**src/hdl/fcs_pkg.sv**
```systemverilog
// fcs_pkg: shared types and constants of the fuel cell supervisor
// beat structs, register map, configuration and controller/datapath interface
// no dependencies
package fcs_pkg;

	localparam int APB_AW = 5;
	localparam int APB_DW = 32;

	localparam logic [6:0]  FULL_DUTY  = 7'd100;
	localparam logic [6:0]  RAMP_STEP  = 7'd4;
	localparam logic [7:0]  W_ELEC     = 8'd77;
	localparam logic [7:0]  W_ELEC_OLD = 8'd179;
	localparam logic [7:0]  W_TEMP     = 8'd26;
	localparam logic [7:0]  W_TEMP_OLD = 8'd230;
	localparam logic [23:0] AVG_ROUND  = 24'd128;
	localparam logic [15:0] SIGN_FLIP  = 16'h8000;
	localparam logic [15:0] CAP_AVG_RST = 16'd6400;
	// ceil(2^32 / 100), exact for products below 2^30
	localparam logic [25:0] RECIP_100  = 26'd42949673;

	typedef enum logic [2:0] {
		REG_CAP_LOW    = 3'd0,
		REG_CAP_HIGH   = 3'd1,
		REG_MAX_TEMP   = 3'd2,
		REG_MAX_POWER  = 3'd3,
		REG_CELL_PER   = 3'd4,
		REG_BLOWER_PER = 3'd5
	} reg_idx_t;

	typedef enum logic [1:0] {
		CH_CAP  = 2'd0,
		CH_CV   = 2'd1,
		CH_CI   = 2'd2,
		CH_TEMP = 2'd3
	} avg_ch_t;

	typedef struct packed {
		logic [15:0]        cap_voltage_sample;
		logic [15:0]        cell_voltage_sample;
		logic [15:0]        cell_current_sample;
		logic signed [15:0] temperature_sample;
		logic               manual_override;
	} in_beat_t;

	typedef struct packed {
		logic [6:0]  cell_duty;
		logic [16:0] cell_compare;
		logic [16:0] blower_compare;
		logic        stack_enable;
		logic        lockout;
		logic        charge_request;
		logic        soft_starting;
	} out_beat_t;

	typedef struct packed {
		logic [15:0]        cap_low_level;
		logic [15:0]        cap_high_level;
		logic signed [15:0] temp_limit;
		logic [31:0]        power_limit;
		logic [15:0]        cell_period;
		logic [15:0]        blower_period;
	} cfg_t;

	typedef struct packed {
		logic    load_in;
		logic    avg_en;
		avg_ch_t avg_sel;
		logic    pwr_en;
		logic    dec_en;
		logic    mul_en;
		logic    out_en;
	} dp_cmd_t;

	typedef struct packed {
		logic out_free;
	} dp_sts_t;

endpackage

```
**src/hdl/fuel_cell_supervisor_core.sv**
```systemverilog
// one beat at a time: a new input beat is taken only in idle, after the sequencer
// steps one shared averaging unit over four channels, then the power, decision,
// compare multiply and reciprocal divide steps (the last stalls on a full output)
// the result register frees the input side while a result waits
// reset (arst_n low) loads register defaults and the averager/ramp state at once
// fuel_cell_supervisor_core: top level; uses fcs_pkg, fcs_regs, fcs_ctrl, fcs_dp
module fuel_cell_supervisor_core import fcs_pkg::*; (
	input  logic              clk,
	input  logic              arst_n,
	input  logic              in_valid,
	output logic              in_ready,
	input  in_beat_t          in_data,
	output logic              out_valid,
	input  logic              out_ready,
	output out_beat_t         out_data,
	input  logic              psel,
	input  logic              penable,
	input  logic              pwrite,
	input  logic [APB_AW-1:0] paddr,
	input  logic [APB_DW-1:0] pwdata,
	output logic [APB_DW-1:0] prdata,
	output logic              pready
);

	cfg_t    cfg;
	dp_cmd_t cmd;
	dp_sts_t sts;

	fcs_regs u_regs (
		.clk     (clk),
		.arst_n  (arst_n),
		.psel    (psel),
		.penable (penable),
		.pwrite  (pwrite),
		.paddr   (paddr),
		.pwdata  (pwdata),
		.prdata  (prdata),
		.pready  (pready),
		.cfg     (cfg)
	);

	fcs_ctrl u_ctrl (
		.clk      (clk),
		.arst_n   (arst_n),
		.in_valid (in_valid),
		.in_ready (in_ready),
		.sts      (sts),
		.cmd      (cmd)
	);

	fcs_dp u_dp (
		.clk       (clk),
		.arst_n    (arst_n),
		.cmd       (cmd),
		.sts       (sts),
		.cfg       (cfg),
		.in_data   (in_data),
		.out_valid (out_valid),
		.out_ready (out_ready),
		.out_data  (out_data)
	);

endmodule

```
**src/hdl/fcs_regs.sv**
```systemverilog
// fcs_regs: configuration register file behind the apb-style port
// depends on fcs_pkg
module fcs_regs import fcs_pkg::*; (
	input  logic              clk,
	input  logic              arst_n,
	input  logic              psel,
	input  logic              penable,
	input  logic              pwrite,
	input  logic [APB_AW-1:0] paddr,
	input  logic [APB_DW-1:0] pwdata,
	output logic [APB_DW-1:0] prdata,
	output logic              pready,
	output cfg_t              cfg
);

	cfg_t       cfg_q;
	logic [2:0] idx;
	logic       wr;

	assign idx    = paddr[4:2];
	assign wr     = psel & penable & pwrite;
	assign pready = 1'b1;
	assign cfg    = cfg_q;

	always_ff @(posedge clk or negedge arst_n) begin
		if (!arst_n) begin
			cfg_q.cap_low_level  <= 16'd5120;
			cfg_q.cap_high_level <= 16'd6400;
			cfg_q.temp_limit     <= 16'sd20480;
			cfg_q.power_limit    <= 32'hFFFF_FFFF;
			cfg_q.cell_period    <= 16'd999;
			cfg_q.blower_period  <= 16'd999;
		end else if (wr) begin
			unique case (idx)
				REG_CAP_LOW:    cfg_q.cap_low_level  <= pwdata[15:0];
				REG_CAP_HIGH:   cfg_q.cap_high_level <= pwdata[15:0];
				REG_MAX_TEMP:   cfg_q.temp_limit     <= pwdata[15:0];
				REG_MAX_POWER:  cfg_q.power_limit    <= pwdata;
				REG_CELL_PER:   cfg_q.cell_period    <= pwdata[15:0];
				REG_BLOWER_PER: cfg_q.blower_period  <= pwdata[15:0];
				default: ;
			endcase
		end
	end

	always_comb begin
		unique case (idx)
			REG_CAP_LOW:    prdata = {16'd0, cfg_q.cap_low_level};
			REG_CAP_HIGH:   prdata = {16'd0, cfg_q.cap_high_level};
			REG_MAX_TEMP:   prdata = {16'd0, cfg_q.temp_limit};
			REG_MAX_POWER:  prdata = cfg_q.power_limit;
			REG_CELL_PER:   prdata = {16'd0, cfg_q.cell_period};
			REG_BLOWER_PER: prdata = {16'd0, cfg_q.blower_period};
			default:        prdata = '0;
		endcase
	end

endmodule

```
**src/hdl/fcs_ctrl.sv**
```systemverilog
// fcs_ctrl: sequencing state machine, one beat at a time through the datapath
// depends on fcs_pkg
module fcs_ctrl import fcs_pkg::*; (
	input  logic    clk,
	input  logic    arst_n,
	input  logic    in_valid,
	output logic    in_ready,
	input  dp_sts_t sts,
	output dp_cmd_t cmd
);

	typedef enum logic [8:0] {
		S_IDLE    = 9'b000000001,
		S_AVG_CAP = 9'b000000010,
		S_AVG_CV  = 9'b000000100,
		S_AVG_CI  = 9'b000001000,
		S_AVG_TMP = 9'b000010000,
		S_PWR     = 9'b000100000,
		S_DEC     = 9'b001000000,
		S_MUL     = 9'b010000000,
		S_DIV     = 9'b100000000
	} state_t;

	state_t state_q, state_d;

	assign in_ready = (state_q == S_IDLE);

	always_ff @(posedge clk or negedge arst_n) begin
		if (!arst_n) begin
			state_q <= S_IDLE;
		end else begin
			state_q <= state_d;
		end
	end

	always_comb begin
		state_d = state_q;
		cmd     = '0;
		cmd.avg_sel = CH_CAP;
		unique case (state_q)
			S_IDLE: begin
				if (in_valid) begin
					cmd.load_in = 1'b1;
					state_d     = S_AVG_CAP;
				end
			end
			S_AVG_CAP: begin
				cmd.avg_en  = 1'b1;
				cmd.avg_sel = CH_CAP;
				state_d     = S_AVG_CV;
			end
			S_AVG_CV: begin
				cmd.avg_en  = 1'b1;
				cmd.avg_sel = CH_CV;
				state_d     = S_AVG_CI;
			end
			S_AVG_CI: begin
				cmd.avg_en  = 1'b1;
				cmd.avg_sel = CH_CI;
				state_d     = S_AVG_TMP;
			end
			S_AVG_TMP: begin
				cmd.avg_en  = 1'b1;
				cmd.avg_sel = CH_TEMP;
				state_d     = S_PWR;
			end
			S_PWR: begin
				cmd.pwr_en = 1'b1;
				state_d    = S_DEC;
			end
			S_DEC: begin
				cmd.dec_en = 1'b1;
				state_d    = S_MUL;
			end
			S_MUL: begin
				cmd.mul_en = 1'b1;
				state_d    = S_DIV;
			end
			S_DIV: begin
				if (sts.out_free) begin
					cmd.out_en = 1'b1;
					state_d    = S_IDLE;
				end
			end
			default: state_d = S_IDLE;
		endcase
	end

endmodule

```
**src/hdl/fcs_dp.sv**
```systemverilog
// fcs_dp: averaging, power, thresholds, duty ramp and pwm compare datapath
// depends on fcs_pkg; driven by fcs_ctrl commands
module fcs_dp import fcs_pkg::*; (
	input  logic      clk,
	input  logic      arst_n,
	input  dp_cmd_t   cmd,
	output dp_sts_t   sts,
	input  cfg_t      cfg,
	input  in_beat_t  in_data,
	output logic      out_valid,
	input  logic      out_ready,
	output out_beat_t out_data
);

	in_beat_t    in_q;
	logic [15:0] cap_avg_q, cv_avg_q, ci_avg_q, temp_avg_q;
	logic [31:0] power_q;
	logic        charge_q, was_active_q, ramp_active_q, blower_q;
	logic [6:0]  ramp_duty_q, applied_q;
	logic        lock_q, active_q;
	logic [23:0] prod_q;
	logic        out_valid_q;
	out_beat_t   out_q;

	logic [15:0] smp, old;
	logic [7:0]  wa, wb;
	logic [23:0] wsum;
	logic [15:0] avg_new;

	logic        lock_c, flag_c, act_c, ramp_act_c, blower_c;
	logic [6:0]  ramp_c, applied_c;
	logic [49:0] quot_full;
	logic [16:0] cell_cmp;

	assign sts.out_free = ~out_valid_q | out_ready;
	assign out_valid    = out_valid_q;
	assign out_data     = out_q;

	// temperature average is held offset-binary
	always_comb begin
		case (cmd.avg_sel)
			CH_CAP: begin
				smp = in_q.cap_voltage_sample;
				old = cap_avg_q;
			end
			CH_CV: begin
				smp = in_q.cell_voltage_sample;
				old = cv_avg_q;
			end
			CH_CI: begin
				smp = in_q.cell_current_sample;
				old = ci_avg_q;
			end
			default: begin
				smp = in_q.temperature_sample ^ SIGN_FLIP;
				old = temp_avg_q;
			end
		endcase
		wa = (cmd.avg_sel == CH_TEMP) ? W_TEMP : W_ELEC;
		wb = (cmd.avg_sel == CH_TEMP) ? W_TEMP_OLD : W_ELEC_OLD;
		wsum = 24'(smp) * 24'(wa) + 24'(old) * 24'(wb) + AVG_ROUND;
		avg_new = wsum[23:8];
	end

	always_comb begin
		lock_c = ($signed(temp_avg_q ^ SIGN_FLIP) > $signed(cfg.temp_limit)) ||
			(power_q > cfg.power_limit);
		flag_c = charge_q;
		if (cap_avg_q < cfg.cap_low_level) begin
			flag_c = 1'b1;
		end else if (cap_avg_q > cfg.cap_high_level) begin
			flag_c = 1'b0;
		end
		act_c      = (flag_c | in_q.manual_override) & ~lock_c;
		ramp_act_c = ramp_active_q;
		ramp_c     = ramp_duty_q;
		applied_c  = applied_q;
		blower_c   = blower_q;
		if (act_c && !was_active_q) begin
			ramp_act_c = 1'b1;
			ramp_c     = FULL_DUTY;
			blower_c   = 1'b1;
		end
		if (act_c) begin
			if (ramp_act_c) begin
				if (ramp_c != 7'd0) begin
					ramp_c    = (ramp_c > RAMP_STEP) ? ramp_c - RAMP_STEP : 7'd0;
					applied_c = ramp_c;
				end else begin
					ramp_act_c = 1'b0;
				end
			end else begin
				applied_c = 7'd0;
			end
		end else begin
			applied_c  = FULL_DUTY;
			blower_c   = 1'b0;
			ramp_act_c = 1'b0;
		end
	end

	// divide by 100 through the reciprocal
	assign quot_full = 50'(prod_q) * 50'(RECIP_100);
	assign cell_cmp  = quot_full[48:32];

	always_ff @(posedge clk) begin
		if (cmd.load_in) begin
			in_q <= in_data;
		end
		if (cmd.pwr_en) begin
			power_q <= 32'(cv_avg_q) * 32'(ci_avg_q);
		end
		if (cmd.mul_en) begin
			prod_q <= 24'(applied_q) * 24'({1'b0, cfg.cell_period} + 17'd1);
		end
		if (cmd.out_en) begin
			out_q.cell_duty      <= applied_q;
			out_q.cell_compare   <= cell_cmp;
			out_q.blower_compare <= blower_q ? {1'b0, cfg.blower_period} + 17'd1 : 17'd0;
			out_q.stack_enable   <= active_q;
			out_q.lockout        <= lock_q;
			out_q.charge_request <= charge_q;
			out_q.soft_starting  <= ramp_active_q;
		end
	end

	always_ff @(posedge clk or negedge arst_n) begin
		if (!arst_n) begin
			cap_avg_q     <= CAP_AVG_RST;
			cv_avg_q      <= '0;
			ci_avg_q      <= '0;
			temp_avg_q    <= SIGN_FLIP;
			charge_q      <= 1'b0;
			was_active_q  <= 1'b0;
			ramp_active_q <= 1'b0;
			ramp_duty_q   <= FULL_DUTY;
			applied_q     <= FULL_DUTY;
			blower_q      <= 1'b0;
			lock_q        <= 1'b0;
			active_q      <= 1'b0;
			out_valid_q   <= 1'b0;
		end else begin
			if (cmd.avg_en) begin
				case (cmd.avg_sel)
					CH_CAP:  cap_avg_q  <= avg_new;
					CH_CV:   cv_avg_q   <= avg_new;
					CH_CI:   ci_avg_q   <= avg_new;
					default: temp_avg_q <= avg_new;
				endcase
			end
			if (cmd.dec_en) begin
				charge_q      <= flag_c;
				was_active_q  <= act_c;
				ramp_active_q <= ramp_act_c;
				ramp_duty_q   <= ramp_c;
				applied_q     <= applied_c;
				blower_q      <= blower_c;
				lock_q        <= lock_c;
				active_q      <= act_c;
			end
			if (cmd.out_en) begin
				out_valid_q <= 1'b1;
			end else if (out_ready) begin
				out_valid_q <= 1'b0;
			end
		end
	end

endmodule
```
**config.mk**
```make
export PLATFORM = sky130hd
export DESIGN_NAME = fuel_cell_supervisor_core
export DESIGN_NICKNAME = d
export VERILOG_FILES = /design/src/hdl/fcs_pkg.sv /design/src/hdl/fuel_cell_supervisor_core.sv /design/src/hdl/fcs_regs.sv /design/src/hdl/fcs_ctrl.sv /design/src/hdl/fcs_dp.sv
export SDC_FILE = /design/constraint.sdc
export NUM_CORES = 2
export LEC_CHECK = 0
export BUFFER_PORTS_ARGS = -buffer_cell sky130_fd_sc_hd__buf_4
export CORE_AREA = 2 2 200 350
export CTS_CLUSTER_SIZE = 28
export DETAILED_ROUTE_END_ITERATION = 10
export DIE_AREA = 0 0 202 352
export GPL_TIMING_DRIVEN = 0
export PLACE_DENSITY = 0.83
export REMOVE_ABC_BUFFERS = 1
export SETUP_SLACK_MARGIN = 0.2
export SYNTH_ARGS = -nofsm -noshare
export SYNTH_HDL_FRONTEND = slang
export SYNTH_SLANG_ARGS = --single-unit
```
**constraint.sdc**
```tcl
create_clock -name clk -period 24.3 [get_ports clk]
set_input_delay 2.43 -clock clk [delete_from_list [all_inputs] [get_ports clk]]
set_output_delay 2.43 -clock clk [all_outputs]
set_load 0.05 [all_outputs]
```
Word-level counts from Yosys, hierarchy flattened
Cells that the tools add are included.
{"block": "classes", "addsub": 5, "n_mul": 5, "magnitude_cmp": 5, "n_eq_ne": 21, "mux": 34, "bitwise_logic": 10, "reduce_logical": 21}
{"operator": "32-bit one-hot mux with 6 select lines", "count": 1}
{"operator": "16-bit one-hot mux with 3 select lines", "count": 2}
{"operator": "9-bit one-hot mux with 9 select lines", "count": 1}
{"operator": "7-bit two-way mux", "count": 10}
{"operator": "24-bit by 26-bit multiplier with 49-bit output (second input constant)", "count": 1}
{"operator": "16-bit by 8-bit multiplier with 24-bit output", "count": 2}
{"operator": "16-bit by 1-bit adder with 17-bit output (second input constant)", "count": 2}
{"operator": "16-bit greater-than comparator", "count": 2}
{"operator": "32-bit greater-than comparator", "count": 1}
{"operator": "16-bit by 16-bit multiplier with 32-bit output", "count": 1}
{"operator": "2-bit AND reduction", "count": 13}
{"operator": "24-bit adder", "count": 1}
{"operator": "24-bit by 8-bit adder with 24-bit output (second input constant)", "count": 1}
{"operator": "7-bit by 24-bit multiplier with 24-bit output", "count": 1}
{"operator": "9-bit two-way mux", "count": 2}
{"operator": "1-bit two-way mux", "count": 17}
{"operator": "16-bit less-than comparator", "count": 1}
{"operator": "3-bit one-hot mux with 4 select lines", "count": 1}
{"operator": "9-bit by 1-bit equality test with 1-bit output (second input constant)", "count": 1}
{"operator": "9-bit by 2-bit equality test with 1-bit output (second input constant)", "count": 1}
{"operator": "9-bit by 3-bit equality test with 1-bit output (second input constant)", "count": 1}
{"operator": "9-bit by 4-bit equality test with 1-bit output (second input constant)", "count": 1}
{"operator": "9-bit by 5-bit equality test with 1-bit output (second input constant)", "count": 1}
{"operator": "9-bit by 6-bit equality test with 1-bit output (second input constant)", "count": 1}
{"operator": "23 further kinds", "count": 35}
{"block": "totals", "register_bits": 371, "output_inout_bits": 80, "word_cells": 134}

Logic depth before layout (Yosys ltp)
{"block": "depth", "depth_word": 12, "mapped_depth": 30, "ltp_nobuf": 29}

Modules after synthesis
A second synthesis with hierarchy kept.
{"block": "unflattened", "cells_unflattened": 4393, "hier_area_um2": 44853.0}
{"mod": "fcs_dp", "instances": 1, "cells_each": 3967, "area_each_um2": 39081.2, "seq_area_each_um2": 7099.3}
{"mod": "fcs_regs", "instances": 1, "cells_each": 377, "area_each_um2": 5262.5, "seq_area_each_um2": 2871.5}
{"mod": "fcs_ctrl", "instances": 1, "cells_each": 49, "area_each_um2": 509.2, "seq_area_each_um2": 226.5}

Least setup slack after synthesis
OpenSTA, ideal clock, no wires.
{"block": "synth_timing", "path_kind": "register to register", "from": "register u_ctrl.state_q[8]", "to": "register u_dp.cap_avg_q[15]", "setup_ns": 0.125, "t_arrival_ns": 7.548, "setup_slack_ns": 16.628, "path_stages_with_launch": 29, "synth_period_minus_slack_ns": 7.672, "path_cell_list": "dfrtp_1 or3_1 nor3_1 nand2_1 inv_1 buf_2 buf_1 a21oi_1 or2_2 fa_1 fa_1 inv_1 fa_1 fa_1 inv_1 fa_1 fa_1 inv_1 ha_1 a21o_1 a21o_1 a21o_1 a21o_1 a221o_1 a31oi_4 nor2_2 a2111oi_4 xnor2_1 mux2_2"}
{"block": "synth_via", "elab_chain_len": 7}
{"element": "start, declared", "line": "fcs_ctrl.sv:24", "source": "state_t state_q, state_d;"}
{"element": "start signal, assigned", "line": "fcs_ctrl.sv:32", "source": "state_q <= state_d;"}
{"element": "9-bit by 5-bit equality test with 1-bit output, or another cell as far along", "line": "fcs_ctrl.sv:40", "source": "unique case (state_q)"}
{"element": "3-bit one-hot mux with 4 select lines (*)", "line": "fcs_ctrl.sv:40"}
{"element": "2-bit equality test, or another cell as far along", "line": "fcs_dp.sv:41", "source": "case (cmd.avg_sel)"}
{"element": "16-bit one-hot mux with 3 select lines, or another cell as far along", "line": "fcs_dp.sv:41"}
{"element": "16-bit by 8-bit multiplier with 24-bit output", "line": "fcs_dp.sv:61", "source": "wsum = 24'(smp) * 24'(wa) + 24'(old) * 24'(wb) + AVG_ROUND;"}
{"element": "24-bit adder", "line": "fcs_dp.sv:61"}
{"element": "24-bit by 8-bit adder with 24-bit output", "line": "fcs_dp.sv:61"}
{"element": "end signal, assigned", "line": "fcs_dp.sv:145", "source": "CH_CAP: cap_avg_q <= avg_new;"}
{"element": "end, declared", "line": "fcs_dp.sv:16", "source": "logic [15:0] cap_avg_q, cv_avg_q, ci_avg_q, temp_avg_q;"}
Every way passes the cells marked *; elsewhere a longest branch is shown, timed or not.
A chain may end at the register's enable or synchronous reset.

Worst setup path in the final report
{"block": "layout_timing", "from": "register u_ctrl.state_q[2]", "to": "register u_dp.cv_avg_q[15]"}
{"block": "layout_via", "elab_chain_len": 7}
{"element": "9-bit by 5-bit equality test with 1-bit output, or another cell as far along", "line": "fcs_ctrl.sv:40"}
{"element": "3-bit one-hot mux with 4 select lines (*)", "line": "fcs_ctrl.sv:40"}
{"element": "2-bit equality test, or another cell as far along", "line": "fcs_dp.sv:41"}
{"element": "16-bit one-hot mux with 3 select lines, or another cell as far along", "line": "fcs_dp.sv:41"}
{"element": "16-bit by 8-bit multiplier with 24-bit output", "line": "fcs_dp.sv:61"}
{"element": "24-bit adder", "line": "fcs_dp.sv:61"}
{"element": "24-bit by 8-bit adder with 24-bit output", "line": "fcs_dp.sv:61"}
{"element": "end signal, assigned", "line": "fcs_dp.sv:146", "source": "CH_CV: cv_avg_q <= avg_new;"}
{"element": "end, declared", "line": "fcs_dp.sv:16"}
Marks and branches as above.

==> impl_metrics.json <==
{
  "status": "complete, no violations",
  "synth_edf_count": 166,
  "yosys.area_share.xor_xnor_pct": 2.18,
  "finalHoldViolations": 0,
  "grt_setup_unrepaired": "false",
  "yosysSeqAreaShare_pct": 23.1,
  "coreArea_um2": 68200,
  "synth_area_leaders": "fa_1 28%, ha_1 16%, edfxtp_1 11%",
  "synthAdderAreaFrac_pct": 44.6,
  "synth_top_area_share_pct": 28.1,
  "via_per_inst": 5.86,
  "gp_congestion": 0.983,
  "critPathMaxFanout": 30,
  "drive_gt1_share_pct": 9.85,
  "min_period_ns": 10.10,
  "layout_commonest_cell": "inv_1",
  "ys.flop_type": "edfxtp_1",
  "mappedNetlistArea_um2": 44100,
  "start_util_pct": 64.7,
  "dr_total_vias": 32200,
  "die_h_um": 352,
  "dpl.cell_count": 5414,
  "relSlewSlack_pct": 8.84,
  "antenna_found_initial": 4,
  "final_cell_mix": "966 x inv_1, 619 x fa_1, 581 x ha_1, 506 x nand2_1, 188 x buf_4",
  "row_count": 127,
  "wl_per_cell_um": 20.6,
  "synth_top_family_by_area": "adder cells",
  "cp_data_required_time_ns": 24.78,
  "cts_tree": "done",
  "drt_pass1_iterations": 7,
  "synth-seq-cells": 371,
  "yosysTopAreaCell": "fa_1",
  "finalNetCount": 5860,
  "fin_skew_ns": 0.0575,
  "clockRootBuffer": "clkbuf_16",
  "critPathArrivalTime_ns": 10.58,
  "syn_avg_cell_area_um2": 9.94,
  "final_cells": 5485,
  "synthArstFlopShare_pct": 55.3,
  "holdBufCountCts": 0,
  "wl_um": 113000,
  "track_usage_pct": 32.9,
  "grt_max_degree": 72,
  "h-tree-depth": 2,
  "clk-insertion-delay-late_ns": 0.62,
  "tightest_slew_ns": 1.37,
  "cts_buffers": 37,
  "synth_mux_area_share_pct": 1.55,
  "fin_setup_tns_ns": 0,
  "yosys_warnings": 0,
  "synth-compound-area-share_pct": 8.23,
  "path_clk_slew_ns": 0.07,
  "ctsResizeCount": 0,
  "setup_viol_count_final": 0,
  "clkSinkCount": 371,
  "hp-class": "flop to flop",
  "area_growth_syn_to_layout_pct": 8.32,
  "post-cts-setup-buffer-count": 0,
  "drc": 0,
  "die_width_um": 202,
  "grt_pass1_vias": 35800,
  "slew_violations": 0,
  "synth_simple_gate_area_share_pct": 10.9,
  "ios": 189,
  "end_kind": "flop",
  "max_freq_mhz": 99.0,
  "synth_cells": 4441,
  "drtAntennaViolNets": 0,
  "portBuffers": 185,
  "synth_cell_types": 88,
  "clockBufferDepth": 3,
  "crit_type": "flop to flop",
  "fin_util_pct": 70.1,
  "maxCapViolCount": 0,
  "drt_iter0_markers": 1648,
  "die_area_um2": 71100,
  "worstSetupStartpointType": "flop",
  "fin_crit_sh_pct": 41.6,
  "overflow": 0,
  "place_hpwl_um": 93100,
  "grt_pass1_wl_um": 181000
}
## sequential cells by signal (all words and copies together), names as in the netlist, 7 cells and up
register,cells
u_ctrl.state_q,9
u_dp.applied_q,7
u_dp.cap_avg_q,16
u_dp.ci_avg_q,16
u_dp.cv_avg_q,16
u_dp.in_q,65
u_dp.out_data,45
u_dp.power_q,32
u_dp.prod_q,24
u_dp.ramp_duty_q,7
u_dp.temp_avg_q,16
u_regs.cfg,112
## final timing paths
check	start	endpoint	slack, ns	depth (start not counted)
worst max register to register	u_ctrl.state_q[2]$_DFFE_PN0P_	u_dp.cv_avg_q[15]$_DFFE_PN0P_	14.20	25
min in group asynchronous	arst_n	u_ctrl.state_q[1]$_DFFE_PN0P_	1.77	1
worst min register to register	u_dp.lock_q$_DFFE_PN0P_	u_dp.out_data[2]$_DFFE_PP_	0.48	0
worst max-delay path	u_ctrl.state_q[2]$_DFFE_PN0P_	u_dp.cv_avg_q[15]$_DFFE_PN0P_	14.20	25
max in group asynchronous	arst_n	u_regs.cfg[62]$_DFFE_PN1P_	21.32	3
worst min-delay path	u_dp.lock_q$_DFFE_PN0P_	u_dp.out_data[2]$_DFFE_PP_	0.48	0
## critical path, cell delays in order (launching register included)
cell and delay, ns:
dfrtp_1 1.17, nor2b_1 0.36, nand2_1 0.64, inv_1 1.21, a222oi_1 0.51, nand2_1 0.18, o21a_1 0.25, inv_1 0.09
fa_1 0.53, fa_1 0.44, fa_1 0.48, fa_1 0.53, fa_1 0.43, fa_1 0.49, inv_1 0.04, ha_1 0.35
a21o_1 0.19, a21o_1 0.18, a21o_1 0.19, a21o_1 0.18, a221o_1 0.38, a31oi_4 0.25, nor2_2 0.09, a2111oi_4 0.28
xnor2_1 0.20, mux2_2 0.30
## through the flow
step | area, µm² | hold slack, ns | setup slack (ns)
2_1_floorplan | 43600 | 0.426 | 14.56
6_report | 47800 | 0.481 | 14.20
5_1_grt | 47800 | 0.485 | 13.82
4_1_cts | 47800 | 0.470 | 13.92
3_3_place_gp | 46100 | 0.435 | 11.57
3_5_place_dp | 46500 | 0.454 | 14.01
## Yosys cell counts (6+ instances only)
cell / n
o221ai_1: 10
a22oi_1: 32
nand2_1: 506
o22ai_1: 7
nor2_1: 158
clkbuf_1: 128
dfstp_2: 66
mux2_2: 58
or2_2: 21
xnor2_1: 81
xor2_1: 29
or3_1: 10
o21ai_0: 173
o21a_1: 28
edfxtp_1: 166
nor3_1: 27
a21o_1: 66
nand4_1: 29
a211oi_1: 13
o211ai_1: 10
o31ai_1: 6
a222oi_1: 6
a221o_1: 7
a221oi_1: 12
ha_1: 581
nor2b_1: 23
and3_1: 11
o21bai_1: 9
fa_1: 619
dfrtp_1: 139
a22o_1: 6
and2_1: 152
nand2b_1: 18
nand3_1: 46
buf_1: 8
a21oi_1: 108
inv_1: 967
a211o_1: 6
## per-layer routing
layer	vias to the layer above	track usage, %	part of all wire (%)	wire length [µm]
met3	635	4.11	5.0	5600
met5	-	0	0.0071	8
met2	1337	61.3	54	60600
met1	15900	31.1	31	34900
met4	2	29.1	10	11800
li1	14300	-	-	-
## final cells by class
cell class / instances / area, µm²
antenna: 2 / 5.00
clock buffer: 52 / 1070
clock inverter: 16 / 199
fill: 4924 / 20400
inverter: 967 / 3630
multi-input combinational: 2967 / 29800
sequential: 371 / 10200
tap: 903 / 1130
timing repair buffer: 207 / 1720
## logic make-up after synthesis
kind of cell | Yosys count
AND/OR/NAND/NOR | 1037
multiplexers | 61
AO/OA/AOI/OAI | 551
buffers and inverters | 1109
adder cells (fa/ha/maj) | 1200
flip-flops | 371
XOR/XNOR | 110
other | 2
Power is left out: the tool's default activity adds up to more than one toggle a clock period on the data nets, which glitch-free logic cannot reach.
